File: src/hdl/heat_plate_relaxation_top_assert.svh
// Assertion macros shared by the heat plate relaxation RTL.
// Each macro expects clk and rst_n in the scope where it is used.
`ifndef HEAT_PLATE_RELAXATION_TOP_ASSERT_SVH
`define HEAT_PLATE_RELAXATION_TOP_ASSERT_SVH

// Same-cycle implication: when ante holds, cons must hold on the same edge.
`define HPR_ASSERT_IMP(lbl, ante, cons) \
    lbl: assert property (@(posedge clk) disable iff (!rst_n) (ante) |-> (cons)) \
        else $error("heat plate check failed");

// Next-cycle implication: when ante holds, cons must hold on the following edge.
`define HPR_ASSERT_NEXT(lbl, ante, cons) \
    lbl: assert property (@(posedge clk) disable iff (!rst_n) (ante) |=> (cons)) \
        else $error("heat plate check failed");

`endif

File: src/hdl/hpr_pkg.sv
`default_nettype none

package hpr_pkg;

    localparam int MAX_SIDE = 32;
    localparam int SIDE_W   = $clog2(MAX_SIDE);
    localparam int CNT_W    = $clog2(MAX_SIDE + 1);
    localparam int ADDR_W   = 2 * SIDE_W;
    localparam int DEPTH    = MAX_SIDE * MAX_SIDE;
    localparam int TEMP_W   = 16;
    localparam int MIN_SIDE = 3;
    localparam int ONE_Q88  = 256;

    // configuration register indexes
    localparam logic [2:0] CFG_LEFT   = 3'd0;
    localparam logic [2:0] CFG_RIGHT  = 3'd1;
    localparam logic [2:0] CFG_TOP    = 3'd2;
    localparam logic [2:0] CFG_BOTTOM = 3'd3;
    localparam logic [2:0] CFG_SIDE   = 3'd4;
    localparam logic [2:0] CFG_PROBER = 3'd5;
    localparam logic [2:0] CFG_PROBEC = 3'd6;

    typedef enum logic [1:0] {
        MODE_INIT  = 2'd0,
        MODE_SWEEP = 2'd1,
        MODE_READ  = 2'd2,
        MODE_NOP   = 2'd3
    } mode_t;

    typedef enum logic [2:0] {
        S_IDLE,
        S_INIT,
        S_SW_TOP,
        S_SW_A,
        S_SW_B,
        S_SW_FLUSH,
        S_PROBE,
        S_RESULT
    } state_t;

    typedef enum logic [2:0] {
        OP_NONE,
        OP_INIT_WR,
        OP_SW_TOP,
        OP_SW_A,
        OP_SW_B,
        OP_SW_FLUSH,
        OP_PROBE
    } op_t;

    typedef enum logic [2:0] {
        CNT_HOLD,
        CNT_ZERO,
        CNT_ONE,
        CNT_ROW,
        CNT_COL_INIT,
        CNT_COL_SWEEP
    } cnt_t;

    typedef struct packed {
        op_t  op;
        cnt_t cnt;
        logic req_load;
        logic res_load;
    } dp_cmd_t;

    typedef struct packed {
        logic r_edge;      // row counter at n-1
        logic c_edge;      // column counter at n-1
        logic r_inner_end; // row counter at n-2
        logic c_inner_end; // column counter at n-2
    } dp_sts_t;

endpackage

`default_nettype wire

File: src/hdl/hpr_ctrl.sv
`default_nettype none

`include "heat_plate_relaxation_top_assert.svh"

module hpr_ctrl (
    input  wire logic             clk,
    input  wire logic             rst_n,
    input  wire logic             in_valid,
    output logic                  in_ready,
    input  wire logic [1:0]       mode,
    output logic                  out_valid,
    input  wire logic             out_ready,
    input  wire hpr_pkg::dp_sts_t sts,
    output hpr_pkg::dp_cmd_t      cmd
);

    hpr_pkg::state_t state_reg, state_next;
    logic            out_valid_reg, out_valid_next;

    always_ff @(posedge clk or negedge rst_n)
    begin
        if (!rst_n)
        begin
            state_reg     <= hpr_pkg::S_IDLE;
            out_valid_reg <= 1'b0;
        end
        else
        begin
            state_reg     <= state_next;
            out_valid_reg <= out_valid_next;
        end
    end

    always_comb
    begin
        state_next     = state_reg;
        out_valid_next = out_valid_reg && !out_ready;
        in_ready       = 1'b0;
        cmd.op         = hpr_pkg::OP_NONE;
        cmd.cnt        = hpr_pkg::CNT_HOLD;
        cmd.req_load   = 1'b0;
        cmd.res_load   = 1'b0;
        case (state_reg)
            hpr_pkg::S_IDLE:
            begin
                in_ready = 1'b1;
                if (in_valid)
                begin
                    cmd.req_load = 1'b1;
                    if (mode == hpr_pkg::MODE_INIT)
                    begin
                        cmd.cnt    = hpr_pkg::CNT_ZERO;
                        state_next = hpr_pkg::S_INIT;
                    end
                    else if (mode == hpr_pkg::MODE_SWEEP)
                    begin
                        cmd.cnt    = hpr_pkg::CNT_ONE;
                        state_next = hpr_pkg::S_SW_TOP;
                    end
                    else
                    begin
                        state_next = hpr_pkg::S_PROBE;
                    end
                end
            end
            hpr_pkg::S_INIT:
            begin
                cmd.op = hpr_pkg::OP_INIT_WR;
                if (!sts.r_edge)
                    cmd.cnt = hpr_pkg::CNT_ROW;
                else if (!sts.c_edge)
                    cmd.cnt = hpr_pkg::CNT_COL_INIT;
                else
                    state_next = hpr_pkg::S_PROBE;
            end
            hpr_pkg::S_SW_TOP:
            begin
                cmd.op     = hpr_pkg::OP_SW_TOP;
                state_next = hpr_pkg::S_SW_A;
            end
            hpr_pkg::S_SW_A:
            begin
                cmd.op     = hpr_pkg::OP_SW_A;
                state_next = hpr_pkg::S_SW_B;
            end
            hpr_pkg::S_SW_B:
            begin
                cmd.op = hpr_pkg::OP_SW_B;
                if (!sts.r_inner_end)
                begin
                    cmd.cnt    = hpr_pkg::CNT_ROW;
                    state_next = hpr_pkg::S_SW_A;
                end
                else if (!sts.c_inner_end)
                begin
                    cmd.cnt    = hpr_pkg::CNT_COL_SWEEP;
                    state_next = hpr_pkg::S_SW_TOP;
                end
                else
                begin
                    state_next = hpr_pkg::S_SW_FLUSH;
                end
            end
            hpr_pkg::S_SW_FLUSH:
            begin
                cmd.op     = hpr_pkg::OP_SW_FLUSH;
                state_next = hpr_pkg::S_PROBE;
            end
            hpr_pkg::S_PROBE:
            begin
                cmd.op     = hpr_pkg::OP_PROBE;
                state_next = hpr_pkg::S_RESULT;
            end
            hpr_pkg::S_RESULT:
            begin
                if (!out_valid_reg || out_ready)
                begin
                    cmd.res_load   = 1'b1;
                    out_valid_next = 1'b1;
                    state_next     = hpr_pkg::S_IDLE;
                end
            end
            default:
            begin
                state_next = hpr_pkg::S_IDLE;
            end
        endcase
    end

    assign out_valid = out_valid_reg;

    `HPR_ASSERT_NEXT(a_out_hold, out_valid_reg && !out_ready, out_valid_reg)
    `HPR_ASSERT_NEXT(a_accept_busy, in_valid && in_ready, state_reg != hpr_pkg::S_IDLE)
    `HPR_ASSERT_NEXT(a_sweep_pair, state_reg == hpr_pkg::S_SW_A, state_reg == hpr_pkg::S_SW_B)
    `HPR_ASSERT_IMP(a_load_free, cmd.res_load, !out_valid_reg || out_ready)

endmodule

`default_nettype wire

File: config.mk
export PLATFORM = sky130hd
export DESIGN_NAME = hpr_ctrl
export DESIGN_NICKNAME = d
export VERILOG_FILES = /design/src/hdl/hpr_pkg.sv /design/src/hdl/hpr_ctrl.sv
export VERILOG_INCLUDE_DIRS = /design/src /design/src/hdl
export SDC_FILE = /design/constraint.sdc
export NUM_CORES = 1
export LEC_CHECK = 0
export BUFFER_PORTS_ARGS = -buffer_cell sky130_fd_sc_hd__buf_2
export CAP_MARGIN = 20
export CORE_AREA = 8 8 45 47
export DETAILED_ROUTE_END_ITERATION = 10
export DIE_AREA = 0 0 53 55
export HOLD_SLACK_MARGIN = 0.1
export PLACE_DENSITY_LB_ADDON = 0.12
export SETUP_SLACK_MARGIN = 0.02
export SLEW_MARGIN = 20
export SYNTH_ARGS = -nofsm -noshare
export SYNTH_HDL_FRONTEND = slang
export SYNTH_SLANG_ARGS = --single-unit
File: constraint.sdc
create_clock -name clk -period 1.3 [get_ports clk]
set_input_delay 0.13 -clock clk [delete_from_list [all_inputs] [get_ports clk]]
set_output_delay 0.13 -clock clk [all_outputs]
set_load 0.01 [all_outputs]
==> qor.yml, run 1 <==
status:
  status: "finished, violations left"
  violations: "setup timing"
setup_path:
  cpPeakStageDelay_ns: 0.44
  path_max_fanout: 5
  r2r_end: "state_reg[0]"
  start_kind: "flip-flop"
  cp_data_arrival_time_ns: 1.36
  startpoint: "state_reg[0]"
  ff2ff_path_depth: 5
  cp-end-kind: "output port"
  r2r-start: "state_reg[2]"
  crit_chain: "nor3_4, nand2_2, o32ai_2, buf_2"
  crit_slowest_cell: "dfrtp_2"
  rrSetupSlack_ns: -0.01
  criticalPathCategory: "reg2out"
  critPathRequiredTime_ns: 1.17
  crit_path_end: "cmd[2]"
global_route:
  grt_pass1_vias: 493
  grt_use_total_pct: 9.19
  grt_pass1_wl_um: 2080
  grt_max_degree: 14
  antenna_found_initial: 0
  overflow: 0
placed_design:
  place_area_um2: 542
  port_buffers: 19
  dp.cells: 86
  dp_hpwl_um: 955
  gp_congestion: 0.716
cts:
  tritoncts.num_buffers: 3
  root_buffer: "clkbuf_4"
  clk-insertion-delay-late_ns: 0.23
  numClockSinks: 4
  tritoncts: "done"
  cts_buffer_depth: 2
  htreeDepth: 1
  clk_pin_slew_worst_paths_ns: 0.04
finish:
  areaGrowthSynthToFinish_pct: 75.8
  num-fill-cells: 137
  largest_reg_flops: 3
  regArea_um2: 104
  nets: 91
  fin_area_um2: 708
  num_antenna_cells: 0
  multi_input_comb_area_um2: 334
  drive_gt1_share_pct: 64.6
  final_cells: 95
logic_synthesis:
  yosys.area.top_type: "dfrtp_1"
  synthArstFlopShare_pct: 100
  syn_inst: 49
  synth_edf_count: 0
  synth_top_area_share_pct: 24.8
  ys_ff_latch: 4
  syn_area_um2: 403
  synth_area_leaders: "dfrtp_1, a2bb2oi_1, nand3_1"
  synth_flop_cell: "dfrtp_1"
  yosysMostFrequentCell: "nor2_1"
  synth_nets: 59
  postSynthAreaPerCell_um2: 8.22
  yosysSeqAreaShare_pct: 24.8
  synth.top_cells.by_count: "nor2_1, dfrtp_1, nand3_1"
  yosysWarnings: 0
  yosysUniqueCellTypes: 26
drt:
  drt_first_pass_iters: 3
  m1WireLength_um: 544
  drt-total-wl_um: 1370
  routed_via_density: 5.17
  ant_nets: 0
  dr_wl_met2_um: 744
  drt-initial-drc-count: 5
  drcViolationCount: 0
  routed-wl-met3_um: 75
  vias: 491
  wl_per_cell_um: 14.4
  highest_layer: "met3"
timing:
  skew_ns: 0.00313
  setup_tns_ns: -0.710
  worst_pin_slew_ns: 0.240
  relSlewSlack_pct: 83.9
  rsz0062_at_grt: "true"
  fin_crit_ns: 1.49
  hold_violations: 0
  maxSlewViolCount: 0
  fin_crit_sh_pct: 114
  setup_viol: 9
  fmax_ghz: 0.673
  fin_ws_ns: -0.185
floorplanning:
  io_pins: 20
  num_rows: 14
  core_um2: 1380
  initial_core_util_pct: 29.1
  die_h_um: 55
  die_x_um: 53
  die_area_um2: 2920
pwr:
  cellPowerDensity_nw_per_um2: 2560
  swShare_pct: 42.9
  combPwrFrac_pct: 74.1
  p_int_mw: 1.04
  seq_power_share_pct: 17.6
  power.switching_uw: 778
  p_clk_share_pct: 8.3
  ir_drop_v: 0.000910
  p_leak_nw: 0.346
worst_hold_path:
  min_path_type: "in2reg"
job:
  maxCapViolations: 0
## power groups by stage
stage / Clock, mW / Combinational (mW) / Sequential [mW]
after floorplan: 0 / 0.638 / 0.283
after global placement: 0 / 0.971 / 0.301
after detailed placement: 0 / 0.963 / 0.301
after CTS: 0.159 / 1.14 / 0.307
after global routing: 0.162 / 1.46 / 0.329
final: 0.151 / 1.35 / 0.318
## worst max-delay path: cells and delay by family (launching register included)
family | cells | cell delay, ns
AO/OA/AOI/OAI | 1 | 0.19
flip-flops | 1 | 0.44
buffers and inverters | 1 | 0.17
AND/OR/NAND/NOR | 2 | 0.32
## logic make-up (layout without fill, tap and decap cells)
group,count (synthesis),in the layout,share of synthesized area (%)
flip-flops,4,4,24.8
AND/OR/NAND/NOR,23,23,34.2
buffers and inverters,7,37,10.2
AO/OA/AOI/OAI,15,15,30.7
## metal layers
metal  up-vias  GRT usage (%)
li1        245              -
met1       234           11.1
met2        12           14.8
met3         0           2.67
met4         0           3.88
met5         -              0
## worst min-delay path by stage
stage | from | endpoint | cells after the start
after global routing | in_valid | state_reg[0] | 3
after detailed placement | rst_n | state_reg[0] | 1
after CTS | in_valid | state_reg[0] | 3
after global placement | rst_n | state_reg[0] | 1
after floorplan | rst_n | out_valid | 0
final | in_valid | state_reg[0] | 3
## placed cells by master, fill, tap and decap left out, types with 3 or more instances in the layout
cell type	n
nor2_1	5
buf_4	3
nand2b_1	3
dfrtp_2	3
buf_2	18
buf_6	8
inv_1	3
nand3_1	3
clkbuf_4	3
## area by class of cell
type | count | area share [%]
multi-input combinational | 38 | 47.2
timing repair buffer | 30 | 30.0
sequential | 4 | 14.7
clock buffer | 3 | 3.18
tap | 16 | 2.83
inverter | 4 | 2.12
## through the flow
stage                     power [mW]  setup WS [ns]  hold WS [ns]  util, %
after floorplan                0.921        -0.0222        -0.166        -
after global placement          1.27         0.0235       -0.0624     39.2
after detailed placement        1.26         0.0315       -0.0595     39.2
after CTS                       1.60         -0.193         0.156     46.0
after global routing            1.95         -0.272         0.194     51.2
final                           1.81         -0.185         0.181     51.2
## timing repair
item                                    in CTS  in global routing
buffers inserted                             3                  4
resized for setup                            9                 17
endpoints found under the setup margin       9                 11
gates cloned                                 1                  0
endpoints found under the hold margin        4                  0
pin swaps                                    1                  8
hold buffers                                 1                  0
Power figures use the tool's default switching activity.
==> inputs of run 2 (changes only) <==
==> constraint.sdc (replaced) <==
create_clock -name clk -period 1.53 [get_ports clk]
set_input_delay 0.153 -clock clk [delete_from_list [all_inputs] [get_ports clk]]
set_output_delay 0.153 -clock clk [all_outputs]
set_load 0.01 [all_outputs]
==> qor.yml, run 2 (synthesized netlist as in run 1, its figures left out) <==
pwr:
  p_leak_nw: 0.317  # -8.6%
  total_power_mw: 1.33  # -27%
  ir_drop_v: 0.000831  # -8.8%
  cellPowerDensity_nw_per_um2: 2070  # -19%
global_route:
  overflow: 0  # unchanged
  antenna_found_initial: 0  # unchanged
  grt_pass1_vias: 470  # -4.7%
  grt_max_degree: 14  # unchanged
  grt_use_total_pct: 9.09  # -0.099 points
  grt_pass1_wl_um: 2040  # -2.0%
placed_design:
  gp_congestion: 0.767  # +7.0%
  dp.cells: 85  # -1.2%
  port_buffers: 19  # unchanged
  dp_hpwl_um: 884  # -7.4%
setup_path:
  startpoint: "state_reg[0]"
  cp_data_arrival_time_ns: 1.37  # about the same
  r2r-start: "state_reg[0]"
  start_kind: "flip-flop"
  r2r_end: "state_reg[0]"
  path_max_fanout: 6  # +1
  rrSetupSlack_ns: 0.23  # +0.24 ns
  cp-end-kind: "output port"
  critPathRequiredTime_ns: 1.38  # +0.21 ns
  criticalPathCategory: "reg2out"
  ff2ff_path_depth: 5  # unchanged
drt:
  drt-initial-drc-count: 3  # -2
  routed_via_density: 4.91  # -5.1%
  drcViolationCount: 0  # unchanged
  drt_first_pass_iters: 2  # -1
  wl_per_cell_um: 12.4  # -13%
  drt-total-wl_um: 1190  # -13%
  vias: 471  # -4.1%
  ant_nets: 0  # unchanged
timing:
  hold_violations: 0  # unchanged
  maxSlewViolCount: 0  # unchanged
  fin_crit_ns: 1.52
  skew_ns: 0.00698  # +0.00384 ns
  fin_crit_sh_pct: 99.6
  setup_viol: 0  # -9
  relSlewSlack_pct: 84.5  # +0.60 points
  fmax_ghz: 0.656
  worst_pin_slew_ns: 0.231  # -0.00890 ns
  rsz0062_at_grt: "true"
floorplanning:
  io_pins: 20  # unchanged
  die_area_um2: 2920  # unchanged
  die_h_um: 55  # unchanged
  initial_core_util_pct: 29.1  # unchanged
  core_um2: 1380  # unchanged
  num_rows: 14  # unchanged
  die_x_um: 53  # unchanged
cts:
  clk_pin_slew_worst_paths_ns: 0.04  # about the same
  htreeDepth: 1  # unchanged
  clk-insertion-delay-late_ns: 0.24  # about the same
  cts_buffer_depth: 2  # unchanged
  tritoncts: "done"
  tritoncts.num_buffers: 3  # unchanged
  numClockSinks: 4  # unchanged
  root_buffer: "clkbuf_4"
finish:
  layout_commonest_cell: "buf_2"
  nets: 92  # +1.1%
  largest_reg_flops: 3  # unchanged
  areaGrowthSynthToFinish_pct: 59.6
  drive_gt1_share_pct: 57.5  # -7.1 points
  utilization_pct: 46.5  # -4.7 points
  most-common-layout-cells: "buf_2, buf_4, nor2_1, nand3_1"
  final_cells: 96  # +1.1%
  num_antenna_cells: 0  # unchanged
worst_hold_path:
  holdPathEnd: "state_reg[0]"
  hold_depth: 3  # unchanged
  min_path_type: "in2reg"
  hp-start: "in_valid"
job:
  maxCapViolations: 0  # unchanged
status:
  status: "finished clean"
-- run 2: worst max-delay path, cell delays in order (launching register included) --
cell and delay [ns]:
dfrtp_2 0.44, buf_4 0.15, nor2b_1 0.15, a22oi_1 0.11, o32ai_2 0.12, buf_2 0.17
-- run 2: metal layers --
| layer | global-route usage (%) | wire length [um] | part of all wire [%] |
|---|---|---|---|
| met1 | 10.9 | 518 | 43 |
| met2 | 14.6 | 590 | 49 |
| met3 | 2.94 | 85 | 7.1 |
| met4 | 3.88 | 0 | 0 |
| met5 | 0 | 0 | 0 |
-- run 2: stage by stage --
stage | setup WS (ns) | area, um^2 | hold WS (ns) | setup TNS [ns]
global placement | 0.196 | 522 | -0.0403 | 0
floorplan | 0.185 | 403 | -0.143 | 0
global route | -0.112 | 643 | 0.193 | -0.269
finish | 0.00649 | 643 | 0.184 | 0
detailed placement | 0.173 | 522 | -0.0390 | 0
CTS | 0.00890 | 627 | 0.181 | 0
-- run 2: timing repair --
item,CTS,global route
endpoints found under the hold margin,4,0
pin swaps,3,3
gates resized for setup,5,4
setup endpoints to repair,3,5
setup buffers,7,0
hold buffers,1,0
-- run 2: final cells by class --
type	count	area, um^2
multi-input cells	38	292
well taps	16	20.0
flip-flops and latches	4	103
clock buffers	3	22.5
repair buffers	31	191
fillers	144	741
inverters	4	15.0
-- run 2: power by group --
| part | total [mW] | switching (mW) | internal, mW |
|---|---|---|---|
| combinational | 0.939 | 0.442 | 0.498 |
| clock | 0.135 | 0.0474 | 0.0880 |
| sequential | 0.256 | 0.0861 | 0.170 |
-- run 2: worst max-delay path by stage --
stage                     cells past startpoint  slack, ns     end
after global routing                          5      -0.11  cmd[4]
after global placement                        4       0.20  cmd[3]
after floorplan                               3       0.18  cmd[2]
after CTS                                     5      0.009  cmd[4]
after detailed placement                      4       0.17  cmd[3]
final                                         5      0.006  cmd[2]
==> inputs of run 3 (changes only) <==
--- a/config.mk
+++ b/config.mk
@@ -9,6 +9,7 @@
 export BUFFER_PORTS_ARGS = -buffer_cell sky130_fd_sc_hd__buf_2
 export CAP_MARGIN = 20
 export CORE_AREA = 8 8 45 47
+export CTS_BUF_LIST = sky130_fd_sc_hd__clkbuf_8
 export DETAILED_ROUTE_END_ITERATION = 10
 export DIE_AREA = 0 0 53 55
 export HOLD_SLACK_MARGIN = 0.1
==> qor.yml, run 3 (synthesized netlist as in run 1, its figures left out) <==
finish:
  num_antenna_cells: 0  # unchanged
  areaGrowthSynthToFinish_pct: 61.2
  nets: 90  # -2.2%
  drive_gt1_share_pct: 56.4  # -1.1 points
  layout_commonest_cell: "buf_2"
  most-common-layout-cells: "buf_2, buf_4, nor2_1"
  largest_reg_flops: 3  # unchanged
timing:
  maxSlewViolCount: 0  # unchanged
  holdWs_ns: 0.210  # +0.0258 ns
  rsz0062_at_grt: "true"
  worst_pin_slew_ns: 0.231  # -0.000182 ns
  hold_violations: 0  # unchanged
  fin_crit_sh_pct: 97.1  # -2.5 points
  fin_ws_ns: 0.0440  # +0.0375 ns
  setup_viol: 0  # unchanged
  fmax_ghz: 0.673  # +2.5%
  fin_crit_ns: 1.49  # -0.0375 ns
  relSlewSlack_pct: 84.5  # about the same
  skew_ns: 0.00371  # -0.00327 ns
setup_path:
  crit_slowest_cell: "dfrtp_2"
  startpoint: "state_reg[0]"
  start_kind: "flip-flop"
  crit_chain: "nor3_4, nand2_2, o32ai_2, buf_2"
  crit_family: "flip-flops"
  ff2ff_path_depth: 4  # -1
  critPathRequiredTime_ns: 1.38  # about the same
  cp-end-kind: "output port"
  crit_path_end: "cmd[3]"
  rrSetupSlack_ns: 0.27  # +0.04 ns
  path_max_fanout: 6  # unchanged
  cp_data_arrival_time_ns: 1.33  # -0.04 ns
  path_buf_inv: 1  # -1
  r2r-start: "state_reg[1]"
  cpPeakStageDelay_ns: 0.44  # about the same
  r2r_end: "state_reg[2]"
  cp.depth: 4  # -1
  criticalPathCategory: "reg2out"
cts:
  cts_buffer_depth: 2  # unchanged
  numClockSinks: 4  # unchanged
  clk-insertion-delay-late_ns: 0.21  # -0.03 ns
  tritoncts.num_buffers: 3  # unchanged
  htreeDepth: 1  # unchanged
  tritoncts: "done"
  clk_pin_slew_worst_paths_ns: 0.03  # about the same
  root_buffer: "clkbuf_8"
floorplanning:
  io_pins: 20  # unchanged
  die_h_um: 55  # unchanged
  core_um2: 1380  # unchanged
  die_area_um2: 2920  # unchanged
  initial_core_util_pct: 29.1  # unchanged
  die_x_um: 53  # unchanged
  num_rows: 14  # unchanged
drt:
  drt-total-wl_um: 1150  # -3.4%
  vias: 466  # -1.1%
  drt_first_pass_iters: 4  # +2
  drcViolationCount: 0  # unchanged
  drt-initial-drc-count: 3  # unchanged
  wl_per_cell_um: 12.3  # -1.4%
  ant_nets: 0  # unchanged
  routed_via_density: 4.96  # +1.0%
global_route:
  overflow: 0  # unchanged
  antenna_found_initial: 0  # unchanged
  grt_pass1_wl_um: 1950  # -4.1%
  grt_use_total_pct: 8.32  # -0.77 points
  grt_max_degree: 14  # unchanged
  grt_pass1_vias: 454  # -3.4%
placed_design:
  dp_slack_ns: 0.173  # unchanged
  dp_hpwl_um: 884  # unchanged
  gp_congestion: 0.767  # unchanged
  port_buffers: 19  # unchanged
pwr:
  cellPowerDensity_nw_per_um2: 2130  # +3.1%
  ir_drop_v: 0.000807  # -2.9%
  p_leak_nw: 0.319  # +0.91%
worst_hold_path:
  hp-start: "in_valid"
  min_path_type: "in2reg"
status:
  status: "finished clean"
job:
  maxCapViolations: 0  # unchanged
## run 3: how the worst min path moves through the flow
stage / to / slack, ns / depth (start not counted)
after floorplan: out_valid / -0.14 / 0
after global placement: state_reg[2] / -0.04 / 1
after detailed placement: state_reg[2] / -0.04 / 1
after CTS: state_reg[0] / 0.21 / 3
after global routing: state_reg[0] / 0.23 / 3
final: state_reg[0] / 0.21 / 3
## run 3: area by class of cell
type / instances / area, um^2
clock buffer: 3 / 41.3
inverter: 4 / 15.0
fill: 137 / 734
tap: 16 / 20.0
timing repair buffer: 29 / 173
sequential: 4 / 103
multi-input combinational: 38 / 298
## run 3: routing by layer
metal	part of all wire (%)	vias to the layer above	routed length, um	track usage [%]
met1	45	209	518	10.9
met5	0	-	0	0
met2	47	16	542	13.7
met3	8.0	0	92	2.94
li1	-	241	-	-
met4	0	0	0	0
## run 3: worst min-delay path, stage by stage
cell and delay, ns:
buf_2 0.12, inv_1 0.05, a2bb2oi_1 0.05
## run 3: timing repair
item / CTS / global route
buffers inserted: 3 / 2
resized for setup: 3 / 5
endpoints found under the setup margin: 3 / 3
hold buffers: 1 / 0
hold endpoints to repair: 4 / 0
## run 3: stage by stage
stage	total power [mW]	TNS [ns]	cells	util, %	instance area (um^2)
after floorplan	0.783	0	49	-	403
after CTS	1.32	0	92	43.8	606
after global routing	1.52	-0.0478	94	46.9	649
final	1.39	0	94	46.9	649
after detailed placement	1.01	0	85	37.7	522
after global placement	1.03	0	85	37.7	522
## run 3: power by group
group          internal [mW]  switching (mW)  leakage, nW
Clock                  0.167          0.0492       0.0216
Sequential             0.170           0.101       0.0458
Combinational          0.475           0.423        0.252
